--- src/tcc_pkg.sv ---
// Shared types, constants and helpers for the threshold color clustering block.
package tcc_pkg;

  // Palette size and the widths that follow from it.
  localparam int PALETTE_ENTRIES = 64;
  localparam int IDX_W = (PALETTE_ENTRIES > 1) ? $clog2(PALETTE_ENTRIES) : 1;
  localparam int CNT_W = $clog2(PALETTE_ENTRIES + 1);

  // Fixed field widths.
  localparam int COMP_W   = 8;
  localparam int COLOR_W  = 3 * COMP_W;
  localparam int HITS_W   = 32;
  localparam int LIMIT_W  = 9;
  localparam int SQ_W     = 2 * COMP_W;
  localparam int DIST_W   = 2 * LIMIT_W;
  localparam int OUT_IDX_W = 6;

  localparam logic [LIMIT_W-1:0] LIMIT_RESET = LIMIT_W'(16);
  localparam logic [HITS_W-1:0]  HITS_MAX    = '1;

  // One pixel word.
  typedef struct packed {
    logic [COMP_W-1:0] red;
    logic [COMP_W-1:0] green;
    logic [COMP_W-1:0] blue;
  } pixel_t;

  // One result word.
  typedef struct packed {
    logic [OUT_IDX_W-1:0] entry_index;
    logic                 is_new;
    logic [HITS_W-1:0]    hit_count;
    logic                 table_full;
  } result_t;

  // Match report from the distance unit to the scan control.
  typedef struct packed {
    logic              hit;
    logic [IDX_W-1:0]  idx;
    logic [HITS_W-1:0] hits;
  } match_t;

  // Absolute difference of two color components.
  function automatic logic [COMP_W-1:0] abs_diff(input logic [COMP_W-1:0] a,
                                                 input logic [COMP_W-1:0] b);
    abs_diff = (a > b) ? (a - b) : (b - a);
  endfunction

endpackage

--- src/tcc_palette_ram.sv ---
// Palette storage: entry colors and hit counts, one write and one read port.
module tcc_palette_ram (
  input  logic                       clk,
  input  logic                       wr_color_en,
  input  logic                       wr_hits_en,
  input  logic [tcc_pkg::IDX_W-1:0]  wr_addr,
  input  logic [tcc_pkg::COLOR_W-1:0] wr_color,
  input  logic [tcc_pkg::HITS_W-1:0] wr_hits,
  input  logic [tcc_pkg::IDX_W-1:0]  rd_addr,
  output logic [tcc_pkg::COLOR_W-1:0] rd_color,
  output logic [tcc_pkg::HITS_W-1:0] rd_hits
);
  import tcc_pkg::*;

  logic [COLOR_W-1:0] color_mem [PALETTE_ENTRIES];
  logic [HITS_W-1:0]  hits_mem  [PALETTE_ENTRIES];

  // Write port.
  always_ff @(posedge clk) begin
    if (wr_color_en) begin
      color_mem[wr_addr] <= wr_color;
    end
    if (wr_hits_en) begin
      hits_mem[wr_addr] <= wr_hits;
    end
  end

  // Registered read port.
  always_ff @(posedge clk) begin
    rd_color <= color_mem[rd_addr];
    rd_hits  <= hits_mem[rd_addr];
  end

endmodule

--- src/tcc_dist.sv ---
// Distance unit: squared color distance of a stored entry against the pixel.
module tcc_dist (
  input  logic                        clk,
  input  logic                        rst,
  input  logic                        flush,
  input  logic                        in_valid,
  input  logic [tcc_pkg::IDX_W-1:0]   in_idx,
  input  logic [tcc_pkg::COLOR_W-1:0] in_color,
  input  logic [tcc_pkg::HITS_W-1:0]  in_hits,
  input  tcc_pkg::pixel_t             pixel,
  input  logic [tcc_pkg::DIST_W-1:0]  limit_sq,
  output tcc_pkg::match_t             match,
  output logic                        busy
);
  import tcc_pkg::*;

  logic              s1_valid;
  logic [IDX_W-1:0]  s1_idx;
  logic [HITS_W-1:0] s1_hits;
  logic [SQ_W-1:0]   s1_sq_r;
  logic [SQ_W-1:0]   s1_sq_g;
  logic [SQ_W-1:0]   s1_sq_b;
  logic [COMP_W-1:0] d_r;
  logic [COMP_W-1:0] d_g;
  logic [COMP_W-1:0] d_b;
  logic [DIST_W-1:0] dist_sum;

  // Per-component differences.
  always_comb begin
    d_r = abs_diff(in_color[3*COMP_W-1:2*COMP_W], pixel.red);
    d_g = abs_diff(in_color[2*COMP_W-1:COMP_W], pixel.green);
    d_b = abs_diff(in_color[COMP_W-1:0], pixel.blue);
  end

  // Stage one: the three squares are registered.
  always_ff @(posedge clk) begin
    if (rst) begin
      s1_valid <= 1'b0;
    end else begin
      s1_valid <= in_valid && !flush;
    end
    s1_idx  <= in_idx;
    s1_hits <= in_hits;
    s1_sq_r <= SQ_W'(d_r) * SQ_W'(d_r);
    s1_sq_g <= SQ_W'(d_g) * SQ_W'(d_g);
    s1_sq_b <= SQ_W'(d_b) * SQ_W'(d_b);
  end

  // Stage two: sum and compare against the squared limit.
  always_comb begin
    dist_sum   = DIST_W'(s1_sq_r) + DIST_W'(s1_sq_g) + DIST_W'(s1_sq_b);
    match.hit  = s1_valid && (dist_sum < limit_sq);
    match.idx  = s1_idx;
    match.hits = s1_hits;
  end

  assign busy = s1_valid;

endmodule

--- src/threshold_color_clustering_top.sv ---
// Top level of the threshold color clustering block: scan control and result register.
//
//   channel | signals                       | word
//   --------+-------------------------------+-------------------------------
//   in      | in_valid, in_ready, in_data   | pixel_t (red, green, blue)
//   out     | out_valid, out_ready, out_data| result_t (index, new, count, full)
//   cfg     | cfg_valid, cfg_ready, cfg_data| 9-bit distance limit
//
// The scan reads one palette entry per cycle from the RAM port, in index order, and
// ends when an entry matches or when every entry in use has been checked. Reset is
// synchronous, empties the palette and sets the limit to 16; RAM contents are not
// cleared. A new pixel is taken as soon as the previous result sits in the output
// register; a stalled output holds the finished scan until the register frees.
module threshold_color_clustering_top (
  input  logic                        clk,
  input  logic                        rst,
  input  logic                        in_valid,
  output logic                        in_ready,
  input  tcc_pkg::pixel_t             in_data,
  output logic                        out_valid,
  input  logic                        out_ready,
  output tcc_pkg::result_t            out_data,
  input  logic                        cfg_valid,
  output logic                        cfg_ready,
  input  logic [tcc_pkg::LIMIT_W-1:0] cfg_data
);
  import tcc_pkg::*;

  typedef enum logic [2:0] {
    ST_IDLE = 3'b001,
    ST_SCAN = 3'b010,
    ST_DONE = 3'b100
  } state_t;

  state_t             state;
  state_t             state_next;
  pixel_t             pixel;
  logic [DIST_W-1:0]  limit_sq;
  logic [CNT_W-1:0]   used;
  logic [CNT_W-1:0]   issue_cnt;
  logic               rd_valid_q;
  logic [IDX_W-1:0]   rd_idx_q;
  result_t            res;
  logic               res_write;
  logic [IDX_W-1:0]   res_addr;

  logic [COLOR_W-1:0] rd_color;
  logic [HITS_W-1:0]  rd_hits;
  match_t             match;
  logic               dist_busy;
  logic               issue;
  logic               scan_end;
  logic               out_free;
  logic [HITS_W-1:0]  hits_inc;

  assign in_ready  = (state == ST_IDLE);
  assign cfg_ready = 1'b1;
  assign out_free  = !out_valid || out_ready;

  // Issue one entry read per cycle until the used entries are covered or an entry matches.
  assign issue    = (state == ST_SCAN) && (issue_cnt < used) && !match.hit;
  assign scan_end = (state == ST_SCAN) && (issue_cnt == used) && !rd_valid_q
                    && !dist_busy && !match.hit;
  assign hits_inc = (match.hits == HITS_MAX) ? match.hits : match.hits + 1'b1;

  tcc_palette_ram u_ram (
    .clk         (clk),
    .wr_color_en (state == ST_DONE && out_free && res_write && res.is_new),
    .wr_hits_en  (state == ST_DONE && out_free && res_write),
    .wr_addr     (res_addr),
    .wr_color    ({pixel.red, pixel.green, pixel.blue}),
    .wr_hits     (res.hit_count),
    .rd_addr     (issue_cnt[IDX_W-1:0]),
    .rd_color    (rd_color),
    .rd_hits     (rd_hits)
  );

  tcc_dist u_dist (
    .clk      (clk),
    .rst      (rst),
    .flush    (match.hit),
    .in_valid (rd_valid_q),
    .in_idx   (rd_idx_q),
    .in_color (rd_color),
    .in_hits  (rd_hits),
    .pixel    (pixel),
    .limit_sq (limit_sq),
    .match    (match),
    .busy     (dist_busy)
  );

  // State sequencing.
  always_comb begin
    state_next = state;
    unique case (state)
      ST_IDLE: begin
        if (in_valid) begin
          state_next = ST_SCAN;
        end
      end
      ST_SCAN: begin
        if (match.hit || scan_end) begin
          state_next = ST_DONE;
        end
      end
      ST_DONE: begin
        if (out_free) begin
          state_next = ST_IDLE;
        end
      end
      default: state_next = ST_IDLE;
    endcase
  end

  // Control registers.
  always_ff @(posedge clk) begin
    if (rst) begin
      state      <= ST_IDLE;
      used       <= '0;
      rd_valid_q <= 1'b0;
      out_valid  <= 1'b0;
      limit_sq   <= DIST_W'(LIMIT_RESET) * DIST_W'(LIMIT_RESET);
    end else begin
      state      <= state_next;
      rd_valid_q <= issue;
      if (cfg_valid) begin
        limit_sq <= DIST_W'(cfg_data) * DIST_W'(cfg_data);
      end
      if (state == ST_DONE && out_free) begin
        out_valid <= 1'b1;
        if (res_write && res.is_new) begin
          used <= used + 1'b1;
        end
      end else if (out_ready) begin
        out_valid <= 1'b0;
      end
    end
  end

  // Scan counter, pixel, pending result and output word.
  always_ff @(posedge clk) begin
    rd_idx_q <= issue_cnt[IDX_W-1:0];
    if (state == ST_IDLE && in_valid) begin
      pixel     <= in_data;
      issue_cnt <= '0;
    end else if (issue) begin
      issue_cnt <= issue_cnt + 1'b1;
    end
    if (state == ST_SCAN && match.hit) begin
      res.entry_index <= OUT_IDX_W'(match.idx);
      res.is_new      <= 1'b0;
      res.hit_count   <= hits_inc;
      res.table_full  <= 1'b0;
      res_write       <= 1'b1;
      res_addr        <= match.idx;
    end else if (scan_end) begin
      res_addr <= used[IDX_W-1:0];
      if (used == CNT_W'(PALETTE_ENTRIES)) begin
        res.entry_index <= '0;
        res.is_new      <= 1'b0;
        res.hit_count   <= '0;
        res.table_full  <= 1'b1;
        res_write       <= 1'b0;
      end else begin
        res.entry_index <= OUT_IDX_W'(used[IDX_W-1:0]);
        res.is_new      <= 1'b1;
        res.hit_count   <= HITS_W'(1);
        res.table_full  <= 1'b0;
        res_write       <= 1'b1;
      end
    end
    if (state == ST_DONE && out_free) begin
      out_data <= res;
    end
  end

endmodule

--- config.mk ---
export PLATFORM = sky130hd
export DESIGN_NAME = threshold_color_clustering_top
export DESIGN_NICKNAME = d
export VERILOG_FILES = /design/src/tcc_pkg.sv /design/src/tcc_palette_ram.sv /design/src/tcc_dist.sv /design/src/threshold_color_clustering_top.sv
export SDC_FILE = /design/constraint.sdc
export NUM_CORES = 2
export LEC_CHECK = 0
export BUFFER_PORTS_ARGS = -buffer_cell sky130_fd_sc_hd__buf_2
export CAP_MARGIN = 20
export CORE_AREA = 2 2 535 537
export CTS_BUF_LIST = sky130_fd_sc_hd__clkbuf_2 sky130_fd_sc_hd__clkbuf_4 sky130_fd_sc_hd__clkbuf_8
export DETAILED_ROUTE_END_ITERATION = 10
export DIE_AREA = 0 0 537 539
export PLACE_DENSITY = 0.73
export SYNTH_ARGS = -nofsm -noshare
export SYNTH_HDL_FRONTEND = slang
export SYNTH_SLANG_ARGS = --single-unit
--- constraint.sdc ---
create_clock -name clk -period 6.23 [get_ports clk]
set_input_delay 0.3115 -clock clk [delete_from_list [all_inputs] [get_ports clk]]
set_output_delay 0.3115 -clock clk [all_outputs]
set_load 0.1 [all_outputs]
[After elaboration in Yosys (flattened, before gate mapping)]
Memory sizes are Yosys's and may differ from the RTL's. A register that Yosys moved wholly into a read port is not among the register bits.
Cells that the tools add are included.
Cells by class
  add/sub/neg operators: 11
  multipliers: 4
  divide/modulo/power cells: 0
  $lt $le $gt $ge: 5
  equality and inequality tests: 9
  shifts and indexed selects: 0
  multiplexer cells: 20
  bitwise operators: 0
  reduce and logical (&&, ||, !) cells: 24
Operators with widths (number)
  40-bit two-way mux: 3
  8-bit by 8-bit multiplier with 16-bit output: 3
  8-bit subtractor: 6
  32-bit by 1-bit adder with 32-bit output (second input constant): 1
  32-bit equality test (second input constant): 1
  32-bit two-way mux: 1
  8-bit greater-than comparator: 3
  8-bit two-way mux: 3
  18-bit by 16-bit adder with 18-bit output: 1
  18-bit < comparator: 1
  9-bit by 9-bit multiplier with 18-bit output: 1
  16-bit by 16-bit adder with 17-bit output: 1
  7-bit by 1-bit adder with 7-bit output (second input constant): 2
  1-bit logical AND: 14
  6-bit two-way mux: 2
  3-bit two-way mux: 3
  3-bit one-hot mux with 3 select lines: 1
  7-bit equality test: 1
  7-bit equality test (second input constant): 1
  7-bit < comparator: 1
  1-bit two-way mux: 7
  1-bit logical NOT: 4
  2-bit != test (second input constant): 2
  2-bit nonzero test: 2
  7 further kinds: 8
Storage, ports and cells
  register bits: 241
  bits in latches: 0
  memory bits (writable): 3584
  memory bits (read-only): 0
  input bits: 38
  output and inout port bits: 43
  logic and storage cells: 101
  memories: 2
Memory list
  u_ram.hits_mem: words 64, bits a word 32, rd ports 1, clocked after memory_dff 1, write ports 1, line tcc_palette_ram.sv:16  | logic [HITS_W-1:0] hits_mem [PALETTE_ENTRIES];
  u_ram.color_mem: words 64, bits a word 24, rd ports 1, clocked after memory_dff 1, write ports 1, line tcc_palette_ram.sv:15  | logic [COLOR_W-1:0] color_mem [PALETTE_ENTRIES];

[Longest topological paths before layout]
  depth in word-level cells: 9
  mapped depth: 28
  mapped depth without buffers: 28

[Cells and area by module]
Synthesis repeated with hierarchy kept, for this count alone.
Second synthesis, totals
  cell total of the unflattened synthesis: 7668
  area, all modules: 155490.4 um2
By module, submodules not included
  tcc_palette_ram: times used 1, cells an instance 5796, area an instance 137062.7 um2, seq. area each 108744.3 um2
  tcc_dist: times used 1, cells an instance 1089, area an instance 9963.3 um2, seq. area each 1681.6 um2
  threshold_color_clustering_top: times used 1, cells an instance 783, area an instance 8464.4 um2, seq. area each 4144.0 um2

[Least setup slack after synthesis]
No wires, ideal clock.
  path kind: reg-to-reg
  start point: reg pixel[17] (netlist name)
  end point: reg u_dist.s1_sq_r[13]
  library setup time: 0.072 ns
  arrival: 6.762 ns
  required time: 6.158 ns
  slack: -0.604 ns
  stages on the path, launching flop included: 26
  buffers on the path: 0
  clock period less this slack: 6.834 ns
  cells stage by stage: edfxtp_1 > inv_1 > fa_1 > a211oi_1 > o21ai_1 > a31oi_1 > nor3_1 > or2_2 > xor2_1 > or2_2 > inv_1 > fa_1 > fa_1 > ha_1 > inv_1 > fa_1 > inv_1 > ha_1 > a21o_1 > a21oi_1 > nor2b_1 > o211ai_1 > nand2_1 > a41oi_1 > nor2b_1 > xnor2_1
On the way
  longest elaborated chain between the ends: 3
  elaborated cells on any way between the ends: 5
  classes of those cells: add/sub: 2; mul: 1; order compare: 1; mux: 1
RTL lines
  8-bit subtractor / 8-bit greater-than comparator (equally long branches): line tcc_pkg.sv:46  | abs_diff = (a > b) ? (a - b) : (b - a);
  8-bit two-way mux (*): line tcc_pkg.sv:46
  8-bit by 8-bit multiplier with 16-bit output (*): line tcc_dist.sv:44  | s1_sq_r <= SQ_W'(d_r) * SQ_W'(d_r);
  end signal: assignment: line tcc_dist.sv:44
  end: declaration: line tcc_dist.sv:20  | logic [SQ_W-1:0] s1_sq_r;
Mark *: on every way between the ends. The rest lies on a longest branch, timed or not.
A chain may end at the register's enable or synchronous reset.

[Final worst setup path]
  start point: reg pixel[6] (netlist name)
  end point: reg u_dist.s1_sq_b[14]
On the way
  longest elaborated chain between the ends: 3
  elaborated cells on any way between the ends: 5
  classes of those cells: add/sub: 2; mul: 1; order compare: 1; mux: 1
RTL lines
  8-bit subtractor / 8-bit greater-than comparator (equally long branches): line tcc_pkg.sv:46
  8-bit two-way mux (*): line tcc_pkg.sv:46
  8-bit by 8-bit multiplier with 16-bit output (*): line tcc_dist.sv:46  | s1_sq_b <= SQ_W'(d_b) * SQ_W'(d_b);
  end signal: assignment: line tcc_dist.sv:46
  end: declaration: line tcc_dist.sv:22  | logic [SQ_W-1:0] s1_sq_b;
Marked as above.

==> flow_summary.json <==
{
  "power_density_mw_per_mm2": 331,
  "p_leak_nw": 55.6,
  "synthTopCellsByArea": "edfxtp_1 (71%), mux4_2 (17%), dfxtp_1 (2.4%)",
  "synth.avg_cell_area_um2": 21.8,
  "synthAdderAreaFrac": 0.0334,
  "p_total_mw": 57.9,
  "wire_per_inst_um": 29.8,
  "ios": 81,
  "clockBufferDepth": 4,
  "grt_overflow": 0,
  "ctsRootBufferMaster": "clkbuf_8",
  "syn_to_final_growth_pct": 12.7,
  "hpwl_mm": 203,
  "drt-initial-drc-count": 9791,
  "synthSimpleGateAreaFrac": 0.0206,
  "syn_nets": 7500,
  "nets": 8173,
  "die_h_um": 539,
  "fin_skew_ns": 0.0592,
  "vdd_drop_max_v": 0.000393,
  "grt_pass1_vias": 77139,
  "synthMuxAreaShare": 0.173,
  "place.gp.congestion": 0.828,
  "grt_max_degree": 111,
  "antenna_found_initial": 22,
  "pwr-share-clk": 0.356,
  "setup_viol": 0,
  "wl_mm": 358,
  "final_area_mm2": 0.175,
  "cp-start-kind": "register",
  "start_util": 0.546,
  "path_clk_slew_ns": 0.06,
  "htreeDepth": 6,
  "share_comb_of_total_power": 0.148,
  "crit_type": "register to register",
  "p_switching_mw": 14.4,
  "synth_top_family_by_area": "multiplexers",
  "dieArea_mm2": 0.289,
  "seqPwrFrac": 0.496,
  "netlist_area_mm2": 0.155,
  "fin_crit_sh": 0.960,
  "grt_first_pass_wirelength_mm": 521,
  "maxCapViolCount": 0,
  "synth_top_cell_by_area": "edfxtp_1",
  "fp-row-count": 196,
  "floorplan.core_area_mm2": 0.284,
  "async_flop_share": 0,
  "synth_ff_type": "edfxtp_1",
  "cts_inserted_buffers": 596,
  "cp_data_arrival_time_ns": 6.93,
  "synth_common_cells": "edfxtp_1 (3692), mux4_2 (1176), nor2_1 (312)",
  "synth.most_common_cell": "edfxtp_1",
  "yosysTopAreaCellShare": 0.714,
  "cp_max_fo": 10,
  "clk_latency_ns": 1.07,
  "cts_tree": "done",
  "worst_ep_required_time_ns": 7.18,
  "drc": 0,
  "drtPass1Iterations": 6,
  "synth_compound_area_frac": 0.0107,
  "switching_share": 0.249,
  "yosysSeqAreaShare": 0.738,
  "fp.dieW_um": 537,
  "vias": 75482,
  "hold_path_class": "primary input to register",
  "drt.antenna.violating_nets": 0,
  "drive_gt1_frac": 0.329,
  "end_kind": "register",
  "dpl-instance-area_mm2": 0.163,
  "numPortBuffers": 79,
  "synth_cell_types": 72,
  "ys_ff_latch": 3877,
  "fmax_mhz": 167,
  "worst_pin_slew_ns": 1.21,
  "period_minus_slack_ns": 5.98,
  "synth_xor_area_frac": 0.00828,
  "track_usage": 0.248,
  "viasPerCell": 6.28,
  "netlist_instances": 7118,
  "outcome": "finished, final reports clean",
  "final-max-slew-violation-count": 0,
  "max-slew-margin-rel": 0.188,
  "yosys_warnings": 0,
  "final-hold-violation-count": 0,
  "p_int_mw": 43.5,
  "clock-sinks": 3877,
  "synth-edff-count": 3692
}
==> final timing paths <==
path,startpoint,to,slack (ns),cells after the start
worst max register to register,pixel[6],u_dist.s1_sq_b[14],0.25,23
worst min-delay path,in_data[7],pixel[7],0.05,2
worst min register to register,rd_idx_q[2],u_dist.s1_idx[2],0.31,0
worst max-delay path,pixel[6],u_dist.s1_sq_b[14],0.25,23
==> registers in the layout, summed over array words and instances (netlist names), 3 cells and up <==
register and cells:
rd_idx_q 6, u_ram.rd_color 24, u_dist.s1_sq_g 15, limit_sq 17, res_addr 6, issue_cnt 7
pixel 24, u_dist.s1_sq_r 15, u_ram.rd_hits 32, u_dist.s1_hits 32, state 3, u_dist.s1_sq_b 15
u_dist.s1_idx 6, u_ram.hits_mem 2048, res 40, u_ram.color_mem 1536, out_data 40, used 7
==> cells in the final DEF (no fill, tap or decap), types with 49 or more instances in the layout <==
cell,netlist,layout
clkbuf_8,0,636
mux4_2,1176,1176
xor2_1,52,49
buf_4,2,227
nor2_1,312,179
clkinv_1,0,123
dfxtp_1,185,179
buf_2,99,79
ha_1,227,216
a21oi_1,81,73
clkbuf_4,0,209
fa_1,117,113
nor2_4,0,97
xnor2_1,91,81
inv_1,289,276
nand2_1,102,101
edfxtp_1,3692,3692
==> cell type report <==
cell class	count	area, um2
Clock buffer	845	10300
Inverter	289	1080
Sequential cell	3877	115000
Multi-Input combinational cell	2639	39500
Timing Repair Buffer	388	3340
Antenna cell	13	32.5
Fill cell	18759	109000
Clock inverter	212	1290
Tap cell	3762	4710
==> worst max-delay path: stages (launching register included) <==
cell	delay [ns]
edfxtp_1	0.34
inv_1	0.05
ha_1	0.43
nand4_1	0.19
o211ai_1	0.19
o21ai_4	0.42
mux2i_4	0.41
o21ai_2	0.13
a21oi_2	0.18
xor2_2	0.30
buf_4	0.21
nor2_1	0.06
fa_1	0.49
fa_1	0.49
inv_1	0.05
fa_1	0.45
fa_1	0.49
inv_1	0.06
ha_4	0.29
o211ai_1	0.11
nand2_1	0.11
a41oi_2	0.12
a21oi_1	0.20
xor2_1	0.15
==> stage by stage <==
step	cells	util	hold WS, ns	TNS, ns	setup WS, ns
2_1_floorplan	7118	-	0.310	-1.27	-0.211
3_3_place_gp	10903	0.572	0.312	0	0.324
3_5_place_dp	10905	0.573	0.312	0	0.137
4_1_cts	12004	0.615	0.00146	0	0.0777
5_1_grt	12018	0.616	0.0358	-0.00819	-0.00819
6_report	12025	0.616	0.0502	0	0.246
==> power by group through the flow <==
stage,Combinational (mW),Sequential [mW],Clock [mW]
2_1_floorplan,6.47,29.4,0
4_1_cts,8.55,28.8,20.9
6_report,8.56,28.7,20.6
3_3_place_gp,8.16,29.3,0
3_5_place_dp,8.44,29.3,0
5_1_grt,9.69,28.7,22.0
==> logic make-up (layout without fill, tap and decap cells) <==
kind of cell    count (synthesis)  in the layout
compound gates                253            253
fa+ha+maj                     344            344
other cells                     1             14
mux                          1216           1216
buf+inv                       602           1734
xor+xnor                      145            145
simple gates                  680            680
flops                        3877           3877
==> metal layers <==
layer	routed length, um	track usage
met3	37600	0.0512
met1	141000	0.364
met5	110	0
met4	6930	0.0594
met2	173000	0.387
==> timing repair <==
item                                    4_1_cts  5_1_grt
hold buffers                                 42        0
buffers inserted                              0        5
resized for setup                             0       12
hold endpoints to repair                     59        0
endpoints found under the setup margin        0      101
No activity file was read; power rests on OpenSTA's default activity.
